===== config.mk =====
export PLATFORM = sky130hd
export DESIGN_NAME = tmd_op_queue
export DESIGN_NICKNAME = d
export VERILOG_FILES = /design/src/rtl/tmd_pkg.sv /design/src/rtl/tmd_op_queue.sv
export SDC_FILE = /design/constraint.sdc
export NUM_CORES = 1
export LEC_CHECK = 0
export BUFFER_PORTS_ARGS = -buffer_cell sky130_fd_sc_hd__buf_2
export CORE_ASPECT_RATIO = 0.5
export CORE_UTILIZATION = 30
export DETAILED_ROUTE_END_ITERATION = 16
export PLACE_DENSITY = 0.62
export SYNTH_ARGS = -nofsm -noshare
export SYNTH_HDL_FRONTEND = slang
export SYNTH_SLANG_ARGS = --single-unit

===== constraint.sdc =====
create_clock -name clock -period 2.66 [get_ports clock]
set_input_delay 0.665 -clock clock [delete_from_list [all_inputs] [get_ports clock]]
set_output_delay 0.665 -clock clock [all_outputs]
set_load 0.03 [all_outputs]

===== src/rtl/tmd_pkg.sv =====
// tape machine datapath package: sizes, operation and status codes, word types
// shared by every module of the tape machine datapath but tmd_ram; depends on nothing
package tmd_pkg;

   localparam int TAPE_DEPTH = 4096;
   localparam int ADDR_W     = $clog2(TAPE_DEPTH);
   localparam int LIM_W      = ADDR_W + 1;
   localparam int CFG_W      = 13;
   localparam int PTR_W      = 12;
   localparam int AMT_W      = 32;
   localparam int SUM_W      = AMT_W + 2;
   localparam int BYTE_W     = 8;
   localparam int KIND_W     = 3;
   localparam int STATUS_W   = 2;

   localparam logic [CFG_W-1:0] CFG_RESET = CFG_W'(4096);

   localparam int QUEUE_DEPTH = 2;
   localparam int QUEUE_PTR_W = $clog2(QUEUE_DEPTH);
   localparam int QUEUE_CNT_W = $clog2(QUEUE_DEPTH + 1);

   // instruction kinds
   localparam logic [KIND_W-1:0] KIND_SHIFT  = 3'd0;
   localparam logic [KIND_W-1:0] KIND_ADD    = 3'd1;
   localparam logic [KIND_W-1:0] KIND_CLEAR  = 3'd2;
   localparam logic [KIND_W-1:0] KIND_MOVE   = 3'd3;
   localparam logic [KIND_W-1:0] KIND_OUTPUT = 3'd4;
   localparam logic [KIND_W-1:0] KIND_INPUT  = 3'd5;
   localparam logic [KIND_W-1:0] KIND_LOOP   = 3'd6;
   localparam logic [KIND_W-1:0] KIND_HALT   = 3'd7;

   // result status
   localparam logic [STATUS_W-1:0] ST_OK       = 2'd0;
   localparam logic [STATUS_W-1:0] ST_PTR_OOR  = 2'd1;
   localparam logic [STATUS_W-1:0] ST_MOVE_OOR = 2'd2;
   localparam logic [STATUS_W-1:0] ST_HALTED   = 2'd3;

   // back end operations
   localparam int OP_W = 3;
   localparam logic [OP_W-1:0] OP_NONE  = 3'd0;
   localparam logic [OP_W-1:0] OP_WRITE = 3'd1;
   localparam logic [OP_W-1:0] OP_ADD   = 3'd2;
   localparam logic [OP_W-1:0] OP_OUT   = 3'd3;
   localparam logic [OP_W-1:0] OP_LOOP  = 3'd4;
   localparam logic [OP_W-1:0] OP_MOVE  = 3'd5;

   typedef struct packed {
      logic [OP_W-1:0]     op;
      logic [ADDR_W-1:0]   addr;
      logic [ADDR_W-1:0]   tgt_addr;
      logic [BYTE_W-1:0]   data;
      logic [STATUS_W-1:0] status;
      logic [PTR_W-1:0]    pointer_now;
   } op_type;

   typedef struct packed {
      logic [STATUS_W-1:0] status;
      logic                out_valid;
      logic [BYTE_W-1:0]   out_byte;
      logic                skip_loop;
      logic [PTR_W-1:0]    pointer_now;
   } rsp_type;

endpackage


===== src/rtl/tmd_op_queue.sv =====
// short queue of decoded op words between front and back end
// uses tmd_pkg
module tmd_op_queue import tmd_pkg::*; (
   input  logic   clock,
   input  logic   reset,
   input  logic   push,
   input  op_type push_data,
   output logic   full,
   input  logic   pop,
   output logic   empty,
   output op_type head
);

   op_type                 entry_ff [QUEUE_DEPTH];
   logic [QUEUE_PTR_W-1:0] wr_ptr_ff, rd_ptr_ff;
   logic [QUEUE_CNT_W-1:0] count_ff;
   logic                   do_push, do_pop;

   assign full    = count_ff == QUEUE_CNT_W'(QUEUE_DEPTH);
   assign empty   = count_ff == '0;
   assign do_push = push && !full;
   assign do_pop  = pop && !empty;
   assign head    = entry_ff[rd_ptr_ff];

   always_ff @(posedge clock) begin
      if (do_push) begin
         entry_ff[wr_ptr_ff] <= push_data;
      end
   end

   always_ff @(posedge clock) begin
      if (reset) begin
         wr_ptr_ff <= '0;
         rd_ptr_ff <= '0;
         count_ff  <= '0;
      end else begin
         if (do_push) begin
            wr_ptr_ff <= (wr_ptr_ff == QUEUE_PTR_W'(QUEUE_DEPTH - 1)) ? '0 : wr_ptr_ff + 1'b1;
         end
         if (do_pop) begin
            rd_ptr_ff <= (rd_ptr_ff == QUEUE_PTR_W'(QUEUE_DEPTH - 1)) ? '0 : rd_ptr_ff + 1'b1;
         end
         if (do_push && !do_pop) begin
            count_ff <= count_ff + 1'b1;
         end else if (do_pop && !do_push) begin
            count_ff <= count_ff - 1'b1;
         end
      end
   end

endmodule


==> results of run 1 <==
==> worst max-delay path by stage <==
stage	to	slack (ps)	depth (start not counted)
floorplan	entry_ff[1][0]	220	3
global placement	entry_ff[0][20]	790	5
detailed placement	entry_ff[0][20]	770	5
CTS	head[43]	420	3
global route	head[22]	380	3
finish	head[28]	460	3
==> final cells by class <==
type,instances,area (um^2),area share
inverter,2,7.51,0.00157
multi-input combinational,67,663,0.139
clock inverter,5,57.6,0.0120
clock buffer,11,233,0.0487
tap,165,206,0.0432
sequential,103,3040,0.637
timing repair buffer,107,571,0.119
==> cells by family after synthesis <==
logic type | count (synthesis) | synth area share
adder cells (fa/ha/maj) | 1 | 0.00334
XOR/XNOR | 3 | 0.00702
buffers and inverters | 7 | 0.0110
flip-flops | 103 | 0.812
AO/OA/AOI/OAI | 5 | 0.00668
multiplexers | 49 | 0.147
AND/OR/NAND/NOR | 9 | 0.0124
==> registers in the layout, summed over array words and instances, names as in the netlist, named ones only <==
register and cells:
count_ff 2, wr_ptr_ff 1, rd_ptr_ff 1, entry_ff 98
==> critical path: stages (launching register included) <==
cell	delay (ps)
dfxtp_2	320
buf_4	300
mux2_2	390
buf_2	180
==> power by group <==
| part | total (mW) | switching [mW] | internal [mW] |
|---|---|---|---|
| sequential | 2.10 | 0.0606 | 2.04 |
| combinational | 1.51 | 0.985 | 0.530 |
| clock | 1.26 | 0.532 | 0.731 |
| total | 4.88 | 1.58 | 3.30 |
==> through the flow <==
step                setup slack (ps)  power [mW]   util  area (um^2)  cells
global placement                 793        3.64  0.375         4490    444
CTS                              424        4.94  0.399         4780    460
finish                           458        4.88  0.399         4780    460
global route                     377        5.09  0.399         4780    460
detailed placement               773        3.67  0.375         4490    444
floorplan                        224        3.24      -         3750    177
==> per-layer routing <==
metal	vias to the layer above	wire, um	track usage
met2	25	3660	0.192
met4	0	80	0.0457
li1	915	-	-
met3	7	222	0.0337
met5	-	0	0
met1	944	2670	0.106
==> placed cells by master, fill, tap and decap left out <==
cell type,count
o21ai_0,3
inv_6,1
clkbuf_16,9
buf_2,103
inv_2,1
nor2_1,5
dfxtp_1,4
ha_1,1
xor2_1,3
nor2b_2,1
inv_1,1
buf_12,2
buf_4,2
clkinv_4,1
clkbuf_1,2
dfxtp_2,1
clkinv_2,2
mux2_2,49
bufinv_16,1
and2_2,1
edfxtp_1,98
or3_1,2
a21oi_1,2
==> synth_stat cells <==
| master | n | share of area |
|---|---|---|
| edfxtp_1 | 98 | 0.79 |
| mux2_2 | 49 | 0.15 |
| dfxtp_1 | 5 | 0.027 |
| nor2_1 | 5 | 0.0050 |
| buf_2 | 3 | 0.0040 |
| o21ai_0 | 3 | 0.0040 |
| xor2_1 | 3 | 0.0070 |
| a21oi_1 | 2 | 0.0027 |
| inv_1 | 2 | 0.0020 |
| or3_1 | 2 | 0.0033 |
| and2_1 | 1 | 0.0017 |
| buf_4 | 1 | 0.0020 |
| buf_6 | 1 | 0.0030 |
| ha_1 | 1 | 0.0033 |
| nor2b_2 | 1 | 0.0023 |
==> flow_summary.json, run 1 <==
{
  "grt_max_degree": 50,
  "nFillCells": 1108,
  "outcome": "completed",
  "r2r_end": "entry_ff[0][36]",
  "whs_ps": 491,
  "core_um2": 12000,
  "leakagePower_nw": 1.77,
  "end_kind": "output port",
  "slew_headroom": 0.780,
  "slew_violations": 0,
  "r2r_slack_ps": 1080,
  "final_layout_size_suffix_gt1_frac": 0.590,
  "hold_violations": 0,
  "synth-seq-cells": 103,
  "firstDrtPassIters": 4,
  "synth_area_um2": 3750,
  "cts.clk_slew.worst_paths_ps": 60,
  "drc": 0,
  "insertion_delay_ps": 340,
  "cts_tree": "built",
  "critical_path.max_fanout": 25,
  "tns_ps": 0,
  "cts-resized-gates": 0,
  "clock_sinks": 103,
  "syn_area_per_cell_um2": 21.2,
  "antenna_cells": 0,
  "startpoint_type": "register",
  "reg2regPathDepth": 4,
  "rr_startpoint": "count_ff[0]",
  "hold_depth": 2,
  "power_density_nw_per_um2": 1020,
  "track_usage": 0.102,
  "drt_iter0_drc": 72,
  "vias": 1891,
  "synth_cells": 177,
  "grt_pass1_wl_um": 9770,
  "worstMarginPinSlew_ps": 329,
  "required_ps": 2000,
  "antenna_left": 0,
  "io_pins": 104,
  "worstHoldStart": "wr_ptr_ff",
  "grt_pass1_vias": 1972,
  "die_area_um2": 13000,
  "start_util": 0.313,
  "layout.nets": 344,
  "wl_per_cell_um": 14.4,
  "syn_nets": 231,
  "post_cts_buffers": 0,
  "ctsHoldBuffers": 0,
  "antenna_found_initial": 0,
  "die_w_um": 160,
  "totalWireLength_um": 6630,
  "fmax_ghz": 0.454,
  "ir_worst_vdd_mv": 0.537,
  "clockBufferDepth": 2,
  "htree_levels": 3,
  "fin_crit_sh": 0.828,
  "cap_violations": 0,
  "setup_viol": 0,
  "min_path_type": "reg -> reg",
  "numPortBuffers": 103,
  "viasPerCell": 4.11,
  "rsz0062_at_grt": "false",
  "fp-row-count": 28,
  "skew_ps": 6.71,
  "synth_warnings": 0,
  "fin_crit_ps": 2200,
  "hpwl_um": 4420,
  "grt.overflow.total": 0,
  "areaGrowthSynthToFinish_pct": 27.7,
  "gp_congestion": 0.699,
  "numCtsBuffers": 9,
  "cts_root_buffer": "clkbuf_16",
  "die_y_um": 81.0,
  "crit_arrival_ps": 1540,
  "criticalPathCategory": "reg -> out",
  "synth.distinct_cells": 15,
  "whs_endpoint": "wr_ptr_ff",
  "seq_area_frac_synth": 0.812
}
Power figures use the tool's default switching activity.
==> run 2: changes to the inputs <==
ABC_AREA = 1   (was default)
PLACE_DENSITY = 0.63   (was 0.62)
clock period = 1.9 ns   (was 2.66 ns; I/O delays follow)
==> flow_summary.json, run 2 <==
{
  "outcome": "finished with violations",
  "violations": "negative setup slack",
  "grt_pass1_wl_um": 10600,
  "synth_area_um2": 3830,
  "synth-seq-cells": 103,
  "fin_crit_ps": 1950,
  "core_um2": 12100,
  "whs_endpoint": "entry_ff[0][13]",
  "power_density_nw_per_um2": 1370,
  "whs_ps": 321,
  "r2r_end": "count_ff[1]",
  "finalNonFillerCells": 482,
  "syn_area_per_cell_um2": 20.3,
  "slew_headroom": 0.755,
  "largest_reg_flops": 98,
  "clockBufferDepth": 2,
  "die_w_um": 162,
  "synth.distinct_cells": 17,
  "mostFrequentLayoutCell": "edfxtp_1",
  "start_util": 0.316,
  "antenna_cells": 0,
  "dp_cells": 456,
  "areaGrowthSynthToFinish_pct": 39.8,
  "grt_pass1_vias": 2172,
  "synth_top_area_cell": "edfxtp_1",
  "numPortBuffers": 103,
  "top_register": "entry_ff",
  "grt.overflow.total": 0,
  "synth_cells": 189,
  "synth-edff-count": 98,
  "seq_area_um2": 3050,
  "fin_util": 0.441,
  "ir_worst_vdd_mv": 0.837,
  "seq_area_frac_synth": 0.795,
  "grt_max_degree": 50,
  "firstDrtPassIters": 4,
  "cts_tree": "built",
  "worstHoldStart": "push_data[13]",
  "vias": 2049,
  "layout.nets": 366,
  "rr_startpoint": "count_ff[1]",
  "slew_violations": 0,
  "ys.flop_type": "edfxtp_1",
  "htree_levels": 3,
  "leakagePower_nw": 2.06,
  "fp-row-count": 28,
  "r2r_slack_ps": 230,
  "wl_per_cell_um": 15.8,
  "async_reset_ff_frac": 0,
  "synth_common_cells": "edfxtp_1, mux2_2, mux2_4",
  "antenna_left": 0,
  "hpwl_um": 4920,
  "crit_arrival_ps": 1470,
  "numCtsBuffers": 9,
  "drt_iter0_drc": 91,
  "insertion_delay_ps": 340,
  "totalWireLength_um": 7610,
  "startpoint_type": "register",
  "cts_root_buffer": "clkbuf_16",
  "die_area_um2": 13200,
  "synth_area_leaders": "edfxtp_1, mux2_2, mux2_4",
  "track_usage": 0.108,
  "criticalPathCategory": "reg -> out",
  "cap_violations": 0,
  "worstMarginPinSlew_ps": 364,
  "io_pins": 104,
  "reg2regPathDepth": 9,
  "viasPerCell": 4.25,
  "timing.final.ws_setup_ps": -48.5,
  "syn_nets": 243,
  "antenna_found_initial": 0,
  "yosysMostFrequentCell": "edfxtp_1",
  "synth_top_cell_area_share": 0.769,
  "critical_path.max_fanout": 6,
  "cts.clk_slew.worst_paths_ps": 70,
  "required_ps": 1420,
  "skew_ps": 6.35,
  "gp_congestion": 0.733,
  "fin_crit_sh": 1.03,
  "fin_area_um2": 5350,
  "final_layout_size_suffix_gt1_frac": 0.587,
  "multiInputGateArea_um2": 785,
  "die_y_um": 81.9,
  "setup_viol": 35,
  "clock_sinks": 103,
  "drc": 0,
  "top_regs": "entry_ff (98), count_ff (2)",
  "layout_common_cells": "edfxtp_1, buf_2, buf_6",
  "fmax_ghz": 0.513,
  "end_kind": "output port",
  "synth_warnings": 0,
  "dpl_cell_area_um2": 4600,
  "hold_depth": 1,
  "hold_violations": 0,
  "rsz0062_at_grt": "true",
  "min_path_type": "in -> reg",
  "nFillCells": 1092
}
==> run 2: cells by family after synthesis <==
| kind of cell | after synthesis | share of synthesized area |
|---|---|---|
| fa+ha+maj | 1 | 0.00327 |
| mux | 49 | 0.154 |
| flops | 103 | 0.795 |
| buf+inv | 14 | 0.0216 |
| simple gates | 16 | 0.0173 |
| compound gates | 6 | 0.00883 |
==> run 2: final cells by class <==
cell class | count | area share
inverters | 9 | 0.00631
well taps | 165 | 0.0386
repair buffers | 117 | 0.186
multi-input cells | 72 | 0.147
clock buffers | 9 | 0.0421
flip-flops and latches | 103 | 0.569
clock inverters | 7 | 0.0108
==> run 2: worst max path at each step <==
stage                                end  depth (start not counted)  slack [ps]     start
after detailed placement        head[34]                          3         220  register
after global placement          head[31]                          3         240  register
after global routing            head[18]                          4        -100  register
after CTS                        head[9]                          3         -80  register
after floorplan           entry_ff[0][0]                          2        -340      push
final                           head[18]                          4         -50  register
==> run 2: layer usage <==
metal,vias to the layer above,GRT usage,routed length [um]
li1,975,-,-
met1,1026,0.111,3110
met2,39,0.207,4190
met3,9,0.0318,227
met4,0,0.0491,90
met5,-,0,0
==> run 2: report_power, final <==
group          switching [mW]  leakage (nW)  internal [mW]
sequential              0.113         0.956           2.87
clock                   0.784         0.140          0.903
combinational            1.43         0.967           1.23
total                    2.33          2.06           5.01
==> run 2: timing repair <==
item	in CTS	in global routing
hold buffers	0	0
gates resized for setup	80	24
gates cloned	0	5
endpoints found under the hold margin	0	0
buffers inserted	0	5
endpoints found under the setup margin	43	43
pin swaps	0	0
==> run 2: critical path, stage by stage, from the launching register on <==
cell,delay [ps]
dfxtp_4,390
buf_12,140
clkbuf_16,160
mux2_4,310
buf_6,140
==> run 2: stage by stage <==
stage,setup TNS (ps),setup slack [ps],power (mW)
floorplan,-33310,-340,4.47
global placement,0,238,5.00
detailed placement,0,219,5.08
CTS,-1940,-78.2,7.10
global route,-2640,-99.5,7.64
finish,-896,-48.5,7.34
==> run 3: changes to the inputs <==
PLACE_DENSITY = default   (was 0.63)
PLACE_DENSITY_LB_ADDON = 0.1   (was default)
==> flow_summary.json, run 3 (synthesis results as in run 2) <==
{
  "outcome": "finished with violations",
  "violations": "negative setup slack",
  "die_y_um": 81.9,
  "track_usage": 0.105,
  "viasPerCell": 4.25,
  "total_power_mw": 7.05,
  "crit_slowest_cell": "dfxtp_4",
  "p_seq_frac": 0.422,
  "die_w_um": 162,
  "core_um2": 12100,
  "hold_violations": 0,
  "switchingPower_mw": 2.26,
  "numCtsBuffers": 9,
  "fmax_ghz": 0.516,
  "start_util": 0.316,
  "gp_congestion": 0.679,
  "layout.nets": 358,
  "cap_violations": 0,
  "grt.overflow.total": 0,
  "mostFrequentLayoutCell": "edfxtp_1",
  "nFillCells": 1142,
  "final_layout_size_suffix_gt1_frac": 0.576,
  "drc": 0,
  "timing.final.ws_setup_ps": -36.4,
  "slowest_delay_ps": 380,
  "cts_tree": "built",
  "areaGrowthSynthToFinish_pct": 34.2,
  "io_pins": 104,
  "top_regs": "entry_ff (98), count_ff (2)",
  "power_density_nw_per_um2": 1370,
  "layout_common_cells": "edfxtp_1, buf_2, mux2_2",
  "path_cells": "buf_12 -> mux2_2 -> buf_4",
  "hpwl_um": 4700,
  "wl_per_cell_um": 14.7,
  "largest_reg_flops": 98,
  "fin_crit_sh": 1.02,
  "ctsHoldBuffers": 0,
  "rsz0062_at_grt": "true",
  "crit_arrival_ps": 1460,
  "antenna_cells": 0,
  "skew_ps": 4.15,
  "min_path_type": "in -> reg",
  "clockBufferDepth": 2,
  "slew_headroom": 0.770,
  "leakagePower_nw": 1.95,
  "startpoint_type": "register",
  "grt_max_degree": 28,
  "vias": 2016,
  "pwr-share-clk": 0.245,
  "top_register": "entry_ff",
  "insertion_delay_ps": 340,
  "antenna_left": 0,
  "required_ps": 1420,
  "cts_root_buffer": "clkbuf_16",
  "fp-row-count": 28,
  "end_kind": "output port",
  "cts.clk_slew.worst_paths_ps": 70,
  "numPortBuffers": 103,
  "combPwrFrac": 0.333,
  "totalWireLength_um": 6950,
  "clock_sinks": 103,
  "ir_worst_vdd_mv": 0.600,
  "slew_violations": 0,
  "grt_pass1_wl_um": 10100,
  "critical_path.max_fanout": 27,
  "p_int_mw": 4.79,
  "place_ws_ps": 280,
  "switching_share": 0.320,
  "htree_levels": 3,
  "grt_pass1_vias": 2060,
  "drt_iter0_drc": 82,
  "die_area_um2": 13200,
  "antenna_found_initial": 0,
  "fin_crit_ps": 1940,
  "firstDrtPassIters": 4,
  "criticalPathCategory": "reg -> out",
  "worstMarginPinSlew_ps": 344,
  "setup_viol": 23
}
==> run 3: changes by cell type in the layout (fill, tap and decap cells not counted), sizes merged <==
cell    delta
clkbuf     -3
inv        +2
clkinv     -2
buf        -5
==> run 3: through the flow <==
| stage | instance area (um^2) | std cells | TNS, ps | hold slack [ps] | utilization |
|---|---|---|---|---|---|
| 6_report | 5140 | 474 | -468 | 320 | 0.424 |
| 5_1_grt | 5140 | 474 | -2340 | 304 | 0.424 |
| 4_1_cts | 5080 | 474 | -1420 | 303 | 0.419 |
| 3_5_place_dp | 4610 | 458 | 0 | 539 | 0.380 |
| 3_3_place_gp | 4610 | 458 | 0 | 524 | 0.380 |
| 2_1_floorplan | 3830 | 189 | -33310 | 492 | - |
==> run 3: cell type report <==
type,instances,area (um^2),share of cell area
Multi-Input combinational cell,72,751,0.146
Tap cell,165,206,0.0402
Sequential cell,103,3050,0.593
Clock inverter,7,53.8,0.0105
Timing Repair Buffer,109,821,0.160
Clock buffer,9,225,0.0438
Inverter,9,33.8,0.00658
==> run 3: power by group through the flow <==
stage	Clock [mW]	Sequential, mW	Combinational [mW]
after floorplan	0	3.00	1.48
after global placement	0	3.00	2.02
after detailed placement	0	3.02	2.05
after CTS	1.78	2.97	2.33
after global routing	1.85	3.00	2.49
final	1.73	2.97	2.35
==> run 3: worst paths after layout <==
| check | startpoint | end | slack (ps) | cells past startpoint |
|---|---|---|---|---|
| hold / removal | push_data[13] | entry_ff[0][13] | 320 | 1 |
| setup reg to reg | count_ff[1] | count_ff[1] | 260 | 9 |
| setup / recovery | register | head[3] | -40 | 3 |
| hold reg to reg | wr_ptr_ff | wr_ptr_ff | 550 | 2 |
==> run 3: per-layer routing <==
layer,part of all wire,track usage,vias up
met5,0,0,-
met4,0.011,0.0340,0
met3,0.049,0.0429,8
met2,0.53,0.191,49
met1,0.41,0.115,1006
li1,-,-,953
==> run 3: worst max-delay path: cells and delay by family, from the launching register on <==
kind	cells	cell delay, ps
muxes	1	360
buffers and inverters	2	370
DFF	1	380
==> run 3: timing repair <==
item,in CTS,in global routing
endpoints found under the setup margin,49,47
hold endpoints to repair,0,0
buffers inserted,0,0
resized for setup,67,15
