<file path="src/rtl/tmd_pkg.sv">
// tape machine datapath package: sizes, operation and status codes, word types
// shared by every module of the tape machine datapath but tmd_ram; depends on nothing
package tmd_pkg;

   localparam int TAPE_DEPTH = 4096;
   localparam int ADDR_W     = $clog2(TAPE_DEPTH);
   localparam int LIM_W      = ADDR_W + 1;
   localparam int CFG_W      = 13;
   localparam int PTR_W      = 12;
   localparam int AMT_W      = 32;
   localparam int SUM_W      = AMT_W + 2;
   localparam int BYTE_W     = 8;
   localparam int KIND_W     = 3;
   localparam int STATUS_W   = 2;

   localparam logic [CFG_W-1:0] CFG_RESET = CFG_W'(4096);

   localparam int QUEUE_DEPTH = 2;
   localparam int QUEUE_PTR_W = $clog2(QUEUE_DEPTH);
   localparam int QUEUE_CNT_W = $clog2(QUEUE_DEPTH + 1);

   // instruction kinds
   localparam logic [KIND_W-1:0] KIND_SHIFT  = 3'd0;
   localparam logic [KIND_W-1:0] KIND_ADD    = 3'd1;
   localparam logic [KIND_W-1:0] KIND_CLEAR  = 3'd2;
   localparam logic [KIND_W-1:0] KIND_MOVE   = 3'd3;
   localparam logic [KIND_W-1:0] KIND_OUTPUT = 3'd4;
   localparam logic [KIND_W-1:0] KIND_INPUT  = 3'd5;
   localparam logic [KIND_W-1:0] KIND_LOOP   = 3'd6;
   localparam logic [KIND_W-1:0] KIND_HALT   = 3'd7;

   // result status
   localparam logic [STATUS_W-1:0] ST_OK       = 2'd0;
   localparam logic [STATUS_W-1:0] ST_PTR_OOR  = 2'd1;
   localparam logic [STATUS_W-1:0] ST_MOVE_OOR = 2'd2;
   localparam logic [STATUS_W-1:0] ST_HALTED   = 2'd3;

   // back end operations
   localparam int OP_W = 3;
   localparam logic [OP_W-1:0] OP_NONE  = 3'd0;
   localparam logic [OP_W-1:0] OP_WRITE = 3'd1;
   localparam logic [OP_W-1:0] OP_ADD   = 3'd2;
   localparam logic [OP_W-1:0] OP_OUT   = 3'd3;
   localparam logic [OP_W-1:0] OP_LOOP  = 3'd4;
   localparam logic [OP_W-1:0] OP_MOVE  = 3'd5;

   typedef struct packed {
      logic [OP_W-1:0]     op;
      logic [ADDR_W-1:0]   addr;
      logic [ADDR_W-1:0]   tgt_addr;
      logic [BYTE_W-1:0]   data;
      logic [STATUS_W-1:0] status;
      logic [PTR_W-1:0]    pointer_now;
   } op_type;

   typedef struct packed {
      logic [STATUS_W-1:0] status;
      logic                out_valid;
      logic [BYTE_W-1:0]   out_byte;
      logic                skip_loop;
      logic [PTR_W-1:0]    pointer_now;
   } rsp_type;

endpackage

</file>
<file path="src/rtl/tmd_front.sv">
// front end: limit register, cell pointer, halt flag, range checks, decode to ops
// uses tmd_pkg
module tmd_front import tmd_pkg::*; (
   input  logic                     clock,
   input  logic                     reset,
   input  logic                     csr_wr_en,
   input  logic [CFG_W-1:0]         csr_wr_data,
   input  logic                     req_push,
   output logic                     req_full,
   input  logic [KIND_W-1:0]        req_kind,
   input  logic signed [AMT_W-1:0]  req_amount,
   input  logic [BYTE_W-1:0]        req_input_byte,
   input  logic                     clearing,
   input  logic                     op_full,
   output logic                     op_push,
   output op_type                   op_data
);

   logic [CFG_W-1:0]  cfg_ff, cfg_in;
   logic [ADDR_W-1:0] ptr_ff, ptr_in;
   logic              halted_ff, halted_in;
   logic [LIM_W-1:0]  lim;
   logic [SUM_W-1:0]  sum;
   logic              oor;
   logic              accept;

   assign req_full = clearing || op_full;
   assign accept   = req_push && !req_full;
   assign op_push  = accept;

   always_comb begin
      if (cfg_ff == '0) begin
         lim = LIM_W'(1);
      end else if (32'(cfg_ff) > 32'(TAPE_DEPTH)) begin
         lim = LIM_W'(TAPE_DEPTH);
      end else begin
         lim = LIM_W'(cfg_ff);
      end
   end

   // pointer plus signed distance, sign held in the top bit
   assign sum = {{(SUM_W-AMT_W){req_amount[AMT_W-1]}}, req_amount} + SUM_W'(ptr_ff);
   assign oor = sum[SUM_W-1] || (sum >= SUM_W'(lim));

   assign cfg_in = csr_wr_en ? csr_wr_data : cfg_ff;

   always_comb begin
      ptr_in             = ptr_ff;
      halted_in          = halted_ff;
      op_data.op         = OP_NONE;
      op_data.addr       = ptr_ff;
      op_data.tgt_addr   = sum[ADDR_W-1:0];
      op_data.data       = '0;
      op_data.status     = ST_OK;
      if (halted_ff) begin
         op_data.status = ST_HALTED;
      end else begin
         case (req_kind)
            KIND_SHIFT: begin
               if (oor) begin
                  op_data.status = ST_PTR_OOR;
               end else begin
                  ptr_in = sum[ADDR_W-1:0];
               end
            end
            KIND_ADD: begin
               op_data.op   = OP_ADD;
               op_data.data = req_amount[BYTE_W-1:0];
            end
            KIND_CLEAR: begin
               op_data.op = OP_WRITE;
            end
            KIND_MOVE: begin
               if (oor) begin
                  op_data.status = ST_MOVE_OOR;
               end else begin
                  op_data.op = OP_MOVE;
               end
            end
            KIND_OUTPUT: begin
               op_data.op = OP_OUT;
            end
            KIND_INPUT: begin
               op_data.op   = OP_WRITE;
               op_data.data = req_input_byte;
            end
            KIND_LOOP: begin
               op_data.op = OP_LOOP;
            end
            default: begin
               halted_in      = 1'b1;
               op_data.status = ST_HALTED;
            end
         endcase
      end
      op_data.pointer_now = PTR_W'(ptr_in);
   end

   always_ff @(posedge clock) begin
      if (reset) begin
         cfg_ff    <= CFG_RESET;
         ptr_ff    <= '0;
         halted_ff <= 1'b0;
      end else begin
         cfg_ff <= cfg_in;
         if (accept) begin
            ptr_ff    <= ptr_in;
            halted_ff <= halted_in;
         end
      end
   end

endmodule

</file>
<file path="config.mk">
export PLATFORM = sky130hd
export DESIGN_NAME = tmd_front
export DESIGN_NICKNAME = d
export VERILOG_FILES = /design/src/rtl/tmd_pkg.sv /design/src/rtl/tmd_front.sv
export SDC_FILE = /design/constraint.sdc
export NUM_CORES = 1
export LEC_CHECK = 0
export BUFFER_PORTS_ARGS = -buffer_cell sky130_fd_sc_hd__buf_2
export CORE_MARGIN = 2
export CORE_UTILIZATION = 40
export CTS_CLUSTER_SIZE = 10
export DETAILED_ROUTE_END_ITERATION = 16
export PLACE_DENSITY_LB_ADDON = 0.08
export SLEW_MARGIN = 40
export SYNTH_ARGS = -nofsm -noshare
export SYNTH_HDL_FRONTEND = slang
export SYNTH_SLANG_ARGS = --single-unit
</file>
<file path="constraint.sdc">
create_clock -name clock -period 6.1 [get_ports clock]
set_clock_uncertainty 0.05 [all_clocks]
set_input_delay 1.22 -clock clock [delete_from_list [all_inputs] [get_ports clock]]
set_output_delay 1.22 -clock clock [all_outputs]
set_load 0.1 [all_outputs]
</file>
==> results.txt, run 1 <==
- The highest layer touched by signal routing is met4.
- Sum of overflow across all layers after global routing: 0
- 0 antenna diodes ended up in the layout.
- Averaged over all synthesized cells, the footprint is 7.73 um2.
- After synthesis, the share of flip-flops with an asynchronous set or reset is 0.
- Worst VDD drop: 97.4 uV
- Kind of end point of the critical path: primary output
* Setup TNS Final: -4270 ps
* Worst reg-to-reg setup slack: 1430 ps
- Die height: 90.0 um
- Detailed route wirelength on metal2: 4900 um
- At the worst endpoint, the arrival time is 5140 ps.
- Of the available clock period, the critical path in the final layout requires 1.05.
- TritonCTS built the clock tree.
- Width of the chip: ~90 um
* Transition time of the tightest slew-check pin: 750 ps
* Internal power summed over all cells: 302 uW
- Violation count after the first detailed-routing iteration: 104
- Remaining routing DRC violations: 0
- Proportion of synthesized chip area in sequential cells: 0.176
* Class of the worst hold path: reg2reg
- Summed over all nets, the switching power comes to 215 uW.
- Main area contributors after synthesis: dfxtp_1, ha_1, mux2i_1
- Setup violations remaining at the end of the flow were counted as 16.
- After clock tree synthesis, the clock-pin slew on the worst setup and hold paths is about 90 ps.
- The finished layout holds around 650 standard cells, fillers aside.
- Once detail routing completed, the nets flagged for antenna violations numbered 0.
* Boundary Pins: roughly 110
- In this design, the critical path's most frequently occurring cell is buf_4.
* Cells after DPL: roughly 630
* Number of iterations in the first detailed-routing pass: 4
- The synthesized design contains 26 register bits.
* Number of buffers added on ports: 112
- Of the post-synthesis cell area, the dominant cell type holds 0.176.
- Among all flip-flop cells after synthesis, the most frequent one is dfxtp_1.
* Die area: around 8100 um2
- The initial utilization of the core area, before any placement, comes to 0.411.
- Across every metal layer, demand over resource in global routing totals 0.242.
- Setup slack on the critical path of the routed design comes to -315 ps.
- Of the total power, the share spent switching nets is 0.416.
- Counting the fill cells in the layout gives roughly 640.
* Slowest cell on the critical path: a221o_1
* Final standard cell utilization of the core: 0.650
- The critical path starts at req_amount[2].
* Row Count: 31
* Worst Setup Start Kind: primary input
- The number of antenna violations at the first check in global routing came to 0.
* Cell taking the most area after synthesis: dfxtp_1
* Largest driver fanout on the critical path: 6
- CTS built an H-tree with a depth of 1.
* Cell with the most instances after synthesis: nand2_1
- Number of enable flip-flop cells after synthesis: 0
* Met1 WL: 4490 um
- Final hold violation count: 0
- Classification of the worst setup path: in2out
- Post-layout minimum cycle time: 6410 ps
- In the final routed layout, each cell accounts on average for 15.5 um.
* Met3 routed WL: 513 um
- Headroom to the max-slew limit came out at 0.499.
- The share of total power dissipated in sequential elements is 0.347.
- First-pass GRT wire length: 16500 um
* Ratio of routed vias to standard cells: between 5 and 6
* Hold_buf cts: 0
- Clock latency on the worst-skew pair, taken at its later pin, is ~270 ps.
* FF-to-FF End: ptr_ff[3]
- Pin count of the biggest net entering global routing: 25
* Lkg Pwr: around 0.0022 uW
- Violated checks: negative setup slack
- Data on the critical path is required at its endpoint by 4830 ps.
- In this run the critical register-to-register path is launched from ptr_ff[0].
- Number of buffers created by CTS: 3
- At the end of routability-driven placement, the weighted congestion stood at between 0.8 and 0.9.
- Max-cap violations in this run came to 0.
* CTS Sinks: 26
* Synth Net Count: approximately 470
- The region available for standard cell placement spans 7210 um2.
- Share of power burned in combinational logic: 0.460
- CTS Root Cell: clkbuf_8
- Detailed placement HPWL: between 7000 and 8000 um
- Leading cell types by count after synthesis: nand2_1, nor2_1, a21oi_1, dfxtp_1
* Final wirelength: 10000 um
- Count of different cell masters after synthesis: 61
* Setup repair after global routing missed its margin: true
- The net count of the finished layout is 637.
- Maximum number of buffers from clock root to sink: 2
- The flow ran to the end, but the final reports show violations.
* Slew Limit Fails: 0
* Power density of the placed cells: 110 nW/um2
- The cell area that synthesis handed to floorplanning was 2960 um2.
* FF-to-FF path depth: 23
* Vias: around 3500
* Share of total power in the clock network: 0.194
- Derived from the worst setup path, the maximum achievable clock frequency is 156 MHz.
- The signal on the critical path passes through buf_2, ha_1, nor2b_2, buf_4, buf_4, buf_4, buf_4, o21a_1, nor2_1, xnor2_2, ha_1, nand2_1, o21ai_0, a221o_1, a31oi_2, a211o_1, o311ai_4, nor2_4, nand4_4, clkbuf_16, mux2_4, buf_12.
- Maximum single-stage delay on the critical path: about 370 ps
* Fraction of layout cells with a size suffix above 1: 0.431
- The via count of the first global-routing pass was between 3000 and 4000.
- For this run, the number of Yosys warnings is 0.
* Capture point of the worst path: op_data[9]
- Worst hold slack across all endpoints: ~460 ps
- Layout area overhead: 58.4%
* Number of instances in the synthesized netlist: between 300 and 400
final cells by class:
cell class | count | area [um2] | area share
clock buffers | 3 | 41.3 | 0.00880
multi-input cells | 325 | 2600 | 0.554
repair buffers | 179 | 1350 | 0.289
well taps | 99 | 124 | 0.0264
inverters | 14 | 52.6 | 0.0112
flip-flops and latches | 26 | 520 | 0.111
cell usage in the layout, fill, tap and decap left out, types with 7 or more instances in the layout:
cell type | Yosys | final
inv_1 | 14 | 12
mux2i_1 | 25 | 24
nand4_1 | 9 | 9
buf_12 | 0 | 17
o21ai_0 | 13 | 9
buf_4 | 0 | 64
buf_2 | 5 | 94
nor2_1 | 42 | 38
a21oi_1 | 29 | 25
dfxtp_1 | 26 | 26
nand2b_1 | 7 | 7
nand2_1 | 52 | 50
o21a_1 | 8 | 8
ha_1 | 25 | 21
mux2_4 | 9 | 11
worst max-delay path, delay by kind of cell:
kind                     cells  cell delay (ps)
adder cells (fa/ha/maj)      2              590
AND/OR/NAND/NOR              5              720
XOR/XNOR                     1              150
multiplexers                 1              320
AO/OA/AOI/OAI                6             1170
buffers and inverters        7              970
layer usage:
metal  track usage  up-vias
met1         0.316     1666
met4        0.0397        0
met2         0.432      115
met3        0.0302       14
li1              -     1754
met5             0        -
power groups by stage:
stage          Sequential [uW]  Clock, uW  Combinational [uW]
2_1_floorplan              182          0                 156
3_3_place_gp               183          0                 224
3_5_place_dp               183          0                 227
4_1_cts                    179        103                 234
5_1_grt                    180        108                 253
6_report                   179        100                 237
stage by stage:
step | power (uW) | cell area (um2) | setup slack (ps)
2_1_floorplan | 338 | 3190 | -1050
3_3_place_gp | 407 | 4320 | -379
3_5_place_dp | 410 | 4320 | -452
4_1_cts | 516 | 4670 | -249
5_1_grt | 541 | 4690 | -472
6_report | 516 | 4690 | -315
worst min-delay path by stage:
stage	startpoint	endpoint	depth (start not counted)
finish	ptr_ff[7]	ptr_ff[7]	2
global route	ptr_ff[11]	ptr_ff[11]	2
CTS	ptr_ff[7]	ptr_ff[7]	2
detailed placement	ptr_ff[7]	ptr_ff[7]	2
global placement	ptr_ff[9]	ptr_ff[9]	2
floorplan	cfg_ff[0]	cfg_ff[0]	2
timing repair:
item,CTS,global route
pin swaps,24,8
buffers inserted,11,1
cloned,1,0
resized for setup,54,5
setup endpoints to repair,16,16
registers in the layout, summed over array words and instances (netlist names):
signal,flops
cfg_ff,13
halted_ff,1
ptr_ff,12
kinds of logic (layout without fill, tap and decap cells):
group	count (synthesis)	in the layout	share of synthesized area
AO/OA/AOI/OAI	104	104	0.242
XOR/XNOR	12	12	0.0355
adder cells (fa/ha/maj)	26	26	0.112
buffers and inverters	32	196	0.0477
flip-flops	26	26	0.176
multiplexers	36	36	0.138
AND/OR/NAND/NOR	147	147	0.249
Note: power is estimated with default switching activity, not from simulation.
==> run 2: changes to the inputs <==
- CORE_UTILIZATION: 40 -> 30
- HOLD_SLACK_MARGIN: default -> 0.08
==> results.txt, run 2 (same netlist as run 1, synthesis figures left out) <==
* Number of nets still failing antenna checks after routing: 0 (unchanged)
- Required time of the critical path: 4830 ps (about the same)
- The largest registers in the layout are cfg_ff (13), ptr_ff (12), halted_ff (1).
- The share of post-route cells with drive strength above 1 came to 0.432 (about the same).
- The number of detailed-route iterations in the first pass is 4 (unchanged).
* Maximum frequency from static timing analysis: 156 MHz (+0.19%)
- The sum of overflow across all layers after global routing was 0 (unchanged).
- First-pass GRT wire length: 16100 um (-2.2%)
- Final hold violation count: 0 (unchanged)
- Leaving out fill and tap cells, the most frequent cell in the layout is buf_2.
- Result of the run: finished with violations
* Slew Limit Fails: 0 (unchanged)
* Slowest cell on the critical path: o41ai_4
* Floorplan Core Area: 9680 um2 (+34%)
- Dominant delay contributor by cell family on the critical path: compound AO/OA/AOI/OAI gates
* Net switching power: 217 uW (+1.2%)
- Vias in the first global route: 3116 (-8.0%)
* Violated checks: negative setup slack
* Maximum Capacitance Violations: 0 (unchanged)
- Highest signal layer in the routed design: met4
- The combinational power share is 0.419 (-0.041).
- The largest fanout on the critical path was 3 (-3).
- Number of buffers added on ports: 112 (unchanged)
* Final design instance area without fill: 4780 um2 (+1.9%)
* Crit path buffers/inverters: 6 (-1)
- The arrival time at the worst endpoint came to 5130 ps (about the same).
- Worst Setup Start Kind: primary input
- The count of routing violations after the opening detailed-route iteration is 107 (+2.9%).
- The post-route met1 wirelength is 4930 um (+9.8%).
- Maximum number of buffers from clock root to sink: 2 (unchanged)
* Net count of the finished layout: 638 (+0.16%)
- Kind of end point of the critical path: primary output
* Internal power summed over all cells: 344 uW (+14%)
- From synthesis to final layout, the design area changed by 61.4%.
- The number of top-level design ports was 113 (unchanged).
- Reg with most FFs: cfg_ff
* Setup repair after global routing missed its margin: true
- The largest stage delay on the critical path is 370 ps (about the same).
* Clock-pin slew of the registers on the worst-case setup and hold paths: 90 ps (about the same)
- The smallest hold slack was 470 ps (+11.9 ps).
* Number of flip-flops under the largest register name: 13 (unchanged)
- Die height: 103 um (+15%)
* Share of total power in the clock network: 0.262 (+0.068)
* Detailed placement HPWL: 8210 um (+7.4%)
- The detail-routed net length per standard cell came to 15.0 um (-3.3%).
- The antenna diode count came to 0 (unchanged).
- CTS Root Cell: clkbuf_8
- Die area: 10700 um2 (+32%)
- The utilization of the core after routing was 0.494 (-0.157).
- Worst VDD drop: 78.4 uV (-20%)
* Initial Utilization: 0.306 (-0.105)
* Number of buffers created by CTS: 3 (unchanged)
- The switching share of power is 0.387 (-0.0289).
* Final wirelength: 10300 um (+2.1%)
* Pin count of the biggest net entering global routing: 25 (unchanged)
* Power density of the placed cells: 117 nW/um2 (+6.7%)
- The final critical path time including I/O delays and setup came to 6400 ps (-12.3 ps).
- The final worst-path cycle share is 1.05 (-0.00201).
- Walking the worst path, the cells encountered are buf_8, ha_4, buf_4, a211o_1, a211o_1, o21ai_2, o21ai_1, a21oi_1, buf_4, xnor2_4, ha_4, nand4_1, o41ai_2, a31oi_2, a211o_1, o311ai_4, nor2_4, buf_4, buf_6, and2_4, o41ai_4, buf_12.
- Relative contribution of sequential cells to total power: 0.319 (-0.028)
- In the layout the commonest cells are buf_2, buf_4, nand2_1, nor2_1, dfxtp_1.
* Clock network latency to the later pin of the worst-skew pair: 280 ps (about the same)
* Final Wtd Congestion: 0.955 (+11%)
- Total placed instance area: 4320 um2 (+0.12%)
- TritonCTS built the clock tree.
- The transition time at the pin with the least slew margin was 710 ps (-40.1 ps).
* CTS Sinks: 26 (unchanged)
- The number of antenna violations at the first check in global routing came to 0 (unchanged).
- The total DRC errors in the routed layout is 0 (unchanged).
- Vias: 3490 (-1.7%)
- Max H-tree Level: 1 (unchanged)
* Sum of internal, switching and leakage power: 561 uW (+8.7%)
* Hold_buf cts: 0 (unchanged)
- The setup path with the least slack is of type in2out.
- The detailed-routed wire length on met3 came to 458 um (-11%).
- The normalized max-slew margin is 0.526 (+0.0267).
* Detailed route wirelength on metal2: 4820 um (-1.7%)
* Lkg Pwr: 0.00223 uW (+0.56%)
* Worst path setup slack after routing: -303 ps (+12.3 ps)
- Setup Viol. Count Final: 16 (unchanged)
* Total Routing Usage GR: 0.191 (-0.0507)
* Ratio of routed vias to standard cells: 5.12 (-6.9%)
* Class of the worst hold path: reg2reg
- The count of standard-cell rows is 36 (+16%).
- The floorplan die width is 103 um (+15%).
- The number of filler cells placed in the layout is 962 (+49%).
-- run 2: worst reg2reg max path, cell delays in order (launching register included) --
cell and delay [ps]:
dfxtp_1 420, inv_1 150, fa_2 390, nor2b_2 130, o211ai_1 140, a21oi_2 200, o21ai_2 80, a21oi_2 160
buf_4 140, nor2_4 40, ha_1 300, nand4_1 140, buf_4 130, nor2_1 30, a221o_1 320, a31oi_2 190
a211o_1 180, o311ai_4 120, buf_4 170, nor4_4 170, and2_1 560, mux2i_1 250
-- run 2: timing repair --
action / 4_1_cts / 5_1_grt
setup endpoints to repair: 16 / 16
cloned: 1 / 0
setup buffers: 6 / 7
pin swaps: 24 / 2
gates resized for setup: 65 / 3
-- run 2: final cells by class --
| type | instances | area [um2] | share of cell area |
|---|---|---|---|
| Clock buffer | 3 | 41.3 | 0.00864 |
| Timing Repair Buffer | 180 | 1370 | 0.286 |
| Clock inverter | 1 | 30.0 | 0.00628 |
| Tap cell | 133 | 166 | 0.0348 |
| Inverter | 14 | 52.6 | 0.0110 |
| Multi-Input combinational cell | 325 | 2600 | 0.544 |
| Sequential cell | 26 | 520 | 0.109 |
-- run 2: metal layers --
metal,vias up,global-route usage
li1,1756,-
met1,1638,0.270
met2,90,0.315
met3,6,0.0255
met4,0,0.0304
met5,-,0
-- run 2: through the flow --
| stage | setup WS, ps | setup TNS, ps | cells |
|---|---|---|---|
| 2_1_floorplan | -1050 | -12060 | 383 |
| 3_3_place_gp | -396 | -5600 | 664 |
| 3_5_place_dp | -576 | -8020 | 664 |
| 4_1_cts | -309 | -3980 | 675 |
| 5_1_grt | -457 | -6980 | 682 |
| 6_report | -303 | -3800 | 682 |
-- run 2: path summary, 6_finish.rpt --
path                                     to  depth (start not counted)          start  slack (ps)
worst min-delay path              ptr_ff[9]                          2      ptr_ff[9]         470
worst min register to register    ptr_ff[9]                          2      ptr_ff[9]         470
worst max-delay path            op_data[12]                         22  req_amount[0]        -300
worst max register to register    ptr_ff[7]                         21      ptr_ff[1]        1550
-- run 2: power by group through the flow --
stage | clock, uW | combinational (uW) | sequential, uW
2_1_floorplan | 0 | 156 | 182
3_3_place_gp | 0 | 225 | 183
3_5_place_dp | 0 | 228 | 183
4_1_cts | 151 | 234 | 179
5_1_grt | 157 | 251 | 180
6_report | 147 | 235 | 179
==> run 3: changes to the inputs <==
- CORE_UTILIZATION: 30 -> 46
==> results.txt, run 3 (same netlist as run 1, synthesis figures left out) <==
* Fraction of layout cells with a size suffix above 1: 0.436 (+0.00444)
- Classification of the worst setup path: in2out
- The largest stage delay on the critical path was 370 ps (about the same).
- Result of the run: finished with violations
- The count of input and output buffers was 112 (unchanged).
* Class of the worst hold path: reg2reg
- Final Wtd Congestion: 0.849 (-11%)
- Number of flip-flops under the largest register name: 13 (unchanged)
* Sum of internal, switching and leakage power: 536 uW (-4.4%)
- The library cell used most frequently in the layout, excluding fill and tap cells, is buf_2.
- The ratio of total power to cell area came to 113 nW/um2 (-3.5%).
* Detailed placement HPWL: 7550 um (-8.0%)
* Number of iterations in the first detailed-routing pass: 5 (+1)
- The number of top-level design ports is 113 (unchanged).
- Kind of end point of the critical path: primary output
* Layout area overhead: 59.8%
- The overall via count from detail_route came to 3630 (+4.0%).
* Worst VDD drop: 149 uV (+89%)
* Slowest cell on the critical path: fa_2
- Initial antenna violation count: 0 (unchanged)
* Slew Limit Fails: 0 (unchanged)
* Transition time of the tightest slew-check pin: 754 ps (+44.3 ps)
- The sum of overflow across all layers after global routing was 0 (unchanged).
- CTS Sinks: 26 (unchanged)
- The number of nets in the final layout was 637 (-0.16%).
- The count of routing violations after the opening detailed-route iteration is 187 (+75%).
- Initial Utilization: 0.472 (+0.166)
* Final standard cell utilization of the core: 0.754 (+0.260)
- Diodes inserted: 0 (unchanged)
- The normalized max-slew margin is 0.497 (-0.0295).
* Max H-tree Level: 1 (unchanged)
- The number of buffers inserted for hold repair after clock tree synthesis came to 0 (unchanged).
* Cell-by-cell trace of the critical path: buf_8, ha_4, inv_2, fa_2, nor2b_4, o211ai_1, a21oi_2, o21ai_2, a21oi_2, o21ai_1, nand2b_1, xor2_4, ha_4, nand2_2, nor2_2, a221o_1, a31oi_2, a211o_1, o311ai_4, nor2_4, nand4_4, clkbuf_16, mux2_4, buf_12
- Final hold violation count: 0 (unchanged)
- Pin count of the biggest net entering global routing: 25 (unchanged)
- Worst Setup Start Kind: primary input
* Ratio of routed vias to standard cells: 5.81 (+13%)
- Cells after DPL: 610 (-8.1%)
- The core outline area is 6280 um2 (-35%).
- Total placed instance area: 4270 um2 (-1.3%)
- The total DRC errors in the routed layout came to 0 (unchanged).
- Leaving out fill and tap cells, the most frequent cells in the layout are buf_2, buf_4, nand2_1, nor2_1, dfxtp_1.
- Vias in the first global route: 3391 (+8.8%)
* Average wire length per cell after detail routing: 16.4 um (+8.8%)
- Final cycle utilization of the critical path: 1.06 (+0.0107)
- The remaining antenna violation count after routing came to 0 (unchanged).
- The post-route worst setup slack came to -368 ps (-65.5 ps).
- Die height: 84.2 um (-18%)
- Die area: 7100 um2 (-34%)
- The final reports fail on negative setup slack.
- The leakage power summed over all cells is 0.00225 uW (+0.57%).
- The wire length of the first global-routing pass is 16600 um (+3.3%).
* Post-layout minimum cycle time: 6470 ps (+65.5 ps)
* Number of buffers created by CTS: 3 (unchanged)
* Largest driver fanout on the critical path: 6 (+3)
- The clock transition at the registers of the reported paths came to 90 ps (about the same).
- In the final layout, the registers with the most flip-flops are cfg_ff (13), ptr_ff (12), halted_ff (1).
- Maximum frequency from static timing analysis: 155 MHz (-1.0%)
* Final wirelength: 10200 um (-0.28%)
* TritonCTS clock tree: built
* Post-route insts no fill: 625 (-8.4%)
* Reg with most FFs: cfg_ff
- Total Routing Usage GR: 0.283 (+0.0916)
- Setup Viol. Count Final: 16 (unchanged)
- Clock network latency to the later pin of the worst-skew pair: 270 ps (about the same)
* CTS Root Cell: clkbuf_8
- The maximum buffer depth of the clock tree is 2 (unchanged).
* Width of the chip: 84.2 um (-18%)
- Maximum Capacitance Violations: 0 (unchanged)
* Row Count: 29 (-19%)
- The final cell area excluding filler cells was 4730 um2 (-0.97%).
* Setup repair after global routing missed its margin: true
- Required time of the critical path: 4830 ps (about the same)
- Data arrival time of the critical path: 5200 ps (+70 ps)
[run 3: changes by cell type in the layout (fill, tap and decap cells not counted), sizes merged]
cell	before	now
bufinv	1	0
clkbuf	4	5
buf	179	178
[run 3: path summary, 6_finish.rpt]
kind                       from    endpoint  slack, ps  cells past startpoint
hold reg to reg      ptr_ff[11]  ptr_ff[11]        460                      2
hold / removal       ptr_ff[11]  ptr_ff[11]        460                      2
setup / recovery  req_amount[0]  op_data[4]       -370                     24
setup reg to reg      ptr_ff[0]   ptr_ff[7]       1200                     24
[run 3: critical path: cells and delay by family]
family	cells	cell delay [ps]
AO/OA/AOI/OAI	9	1500
XOR/XNOR	1	200
adder cells (fa/ha/maj)	3	730
buffers and inverters	4	500
multiplexers	1	320
AND/OR/NAND/NOR	6	720
[run 3: layout make-up]
cell class | instances | area (um2)
clock buffer | 4 | 55.1
sequential | 26 | 520
timing repair buffer | 179 | 1370
tap | 77 | 96.3
multi-input combinational | 325 | 2640
fill | 467 | 1540
inverter | 14 | 52.6
[run 3: power breakdown]
part           internal, uW  switching (uW)
logic                  84.4             156
registers               175            4.29
clock network          57.8            58.5
[run 3: what timing repair did]
item                                   in CTS  in global routing
resized for setup                          66                  6
setup endpoints to repair                  16                 16
setup buffers                               5                  6
endpoints found under the hold margin       0                  0
pin swaps                                  19                 15
cloned                                      1                  0
[run 3: through the flow]
step / TNS, ps / hold slack [ps] / worst slack, ps
after floorplan: -12060 / 411 / -1050
after global placement: -4420 / 434 / -321
after detailed placement: -6650 / 438 / -482
after CTS: -3810 / 458 / -285
after global routing: -7530 / 492 / -517
final: -5130 / 455 / -368
[run 3: routing by layer]
layer / share of wire / vias to the layer above / GRT usage
li1: - / 1756 / -
met4: 0.016 / 0 / 0.0572
met1: 0.40 / 1705 / 0.372
met2: 0.51 / 153 / 0.495
met5: 0 / - / 0
met3: 0.074 / 16 / 0.0383
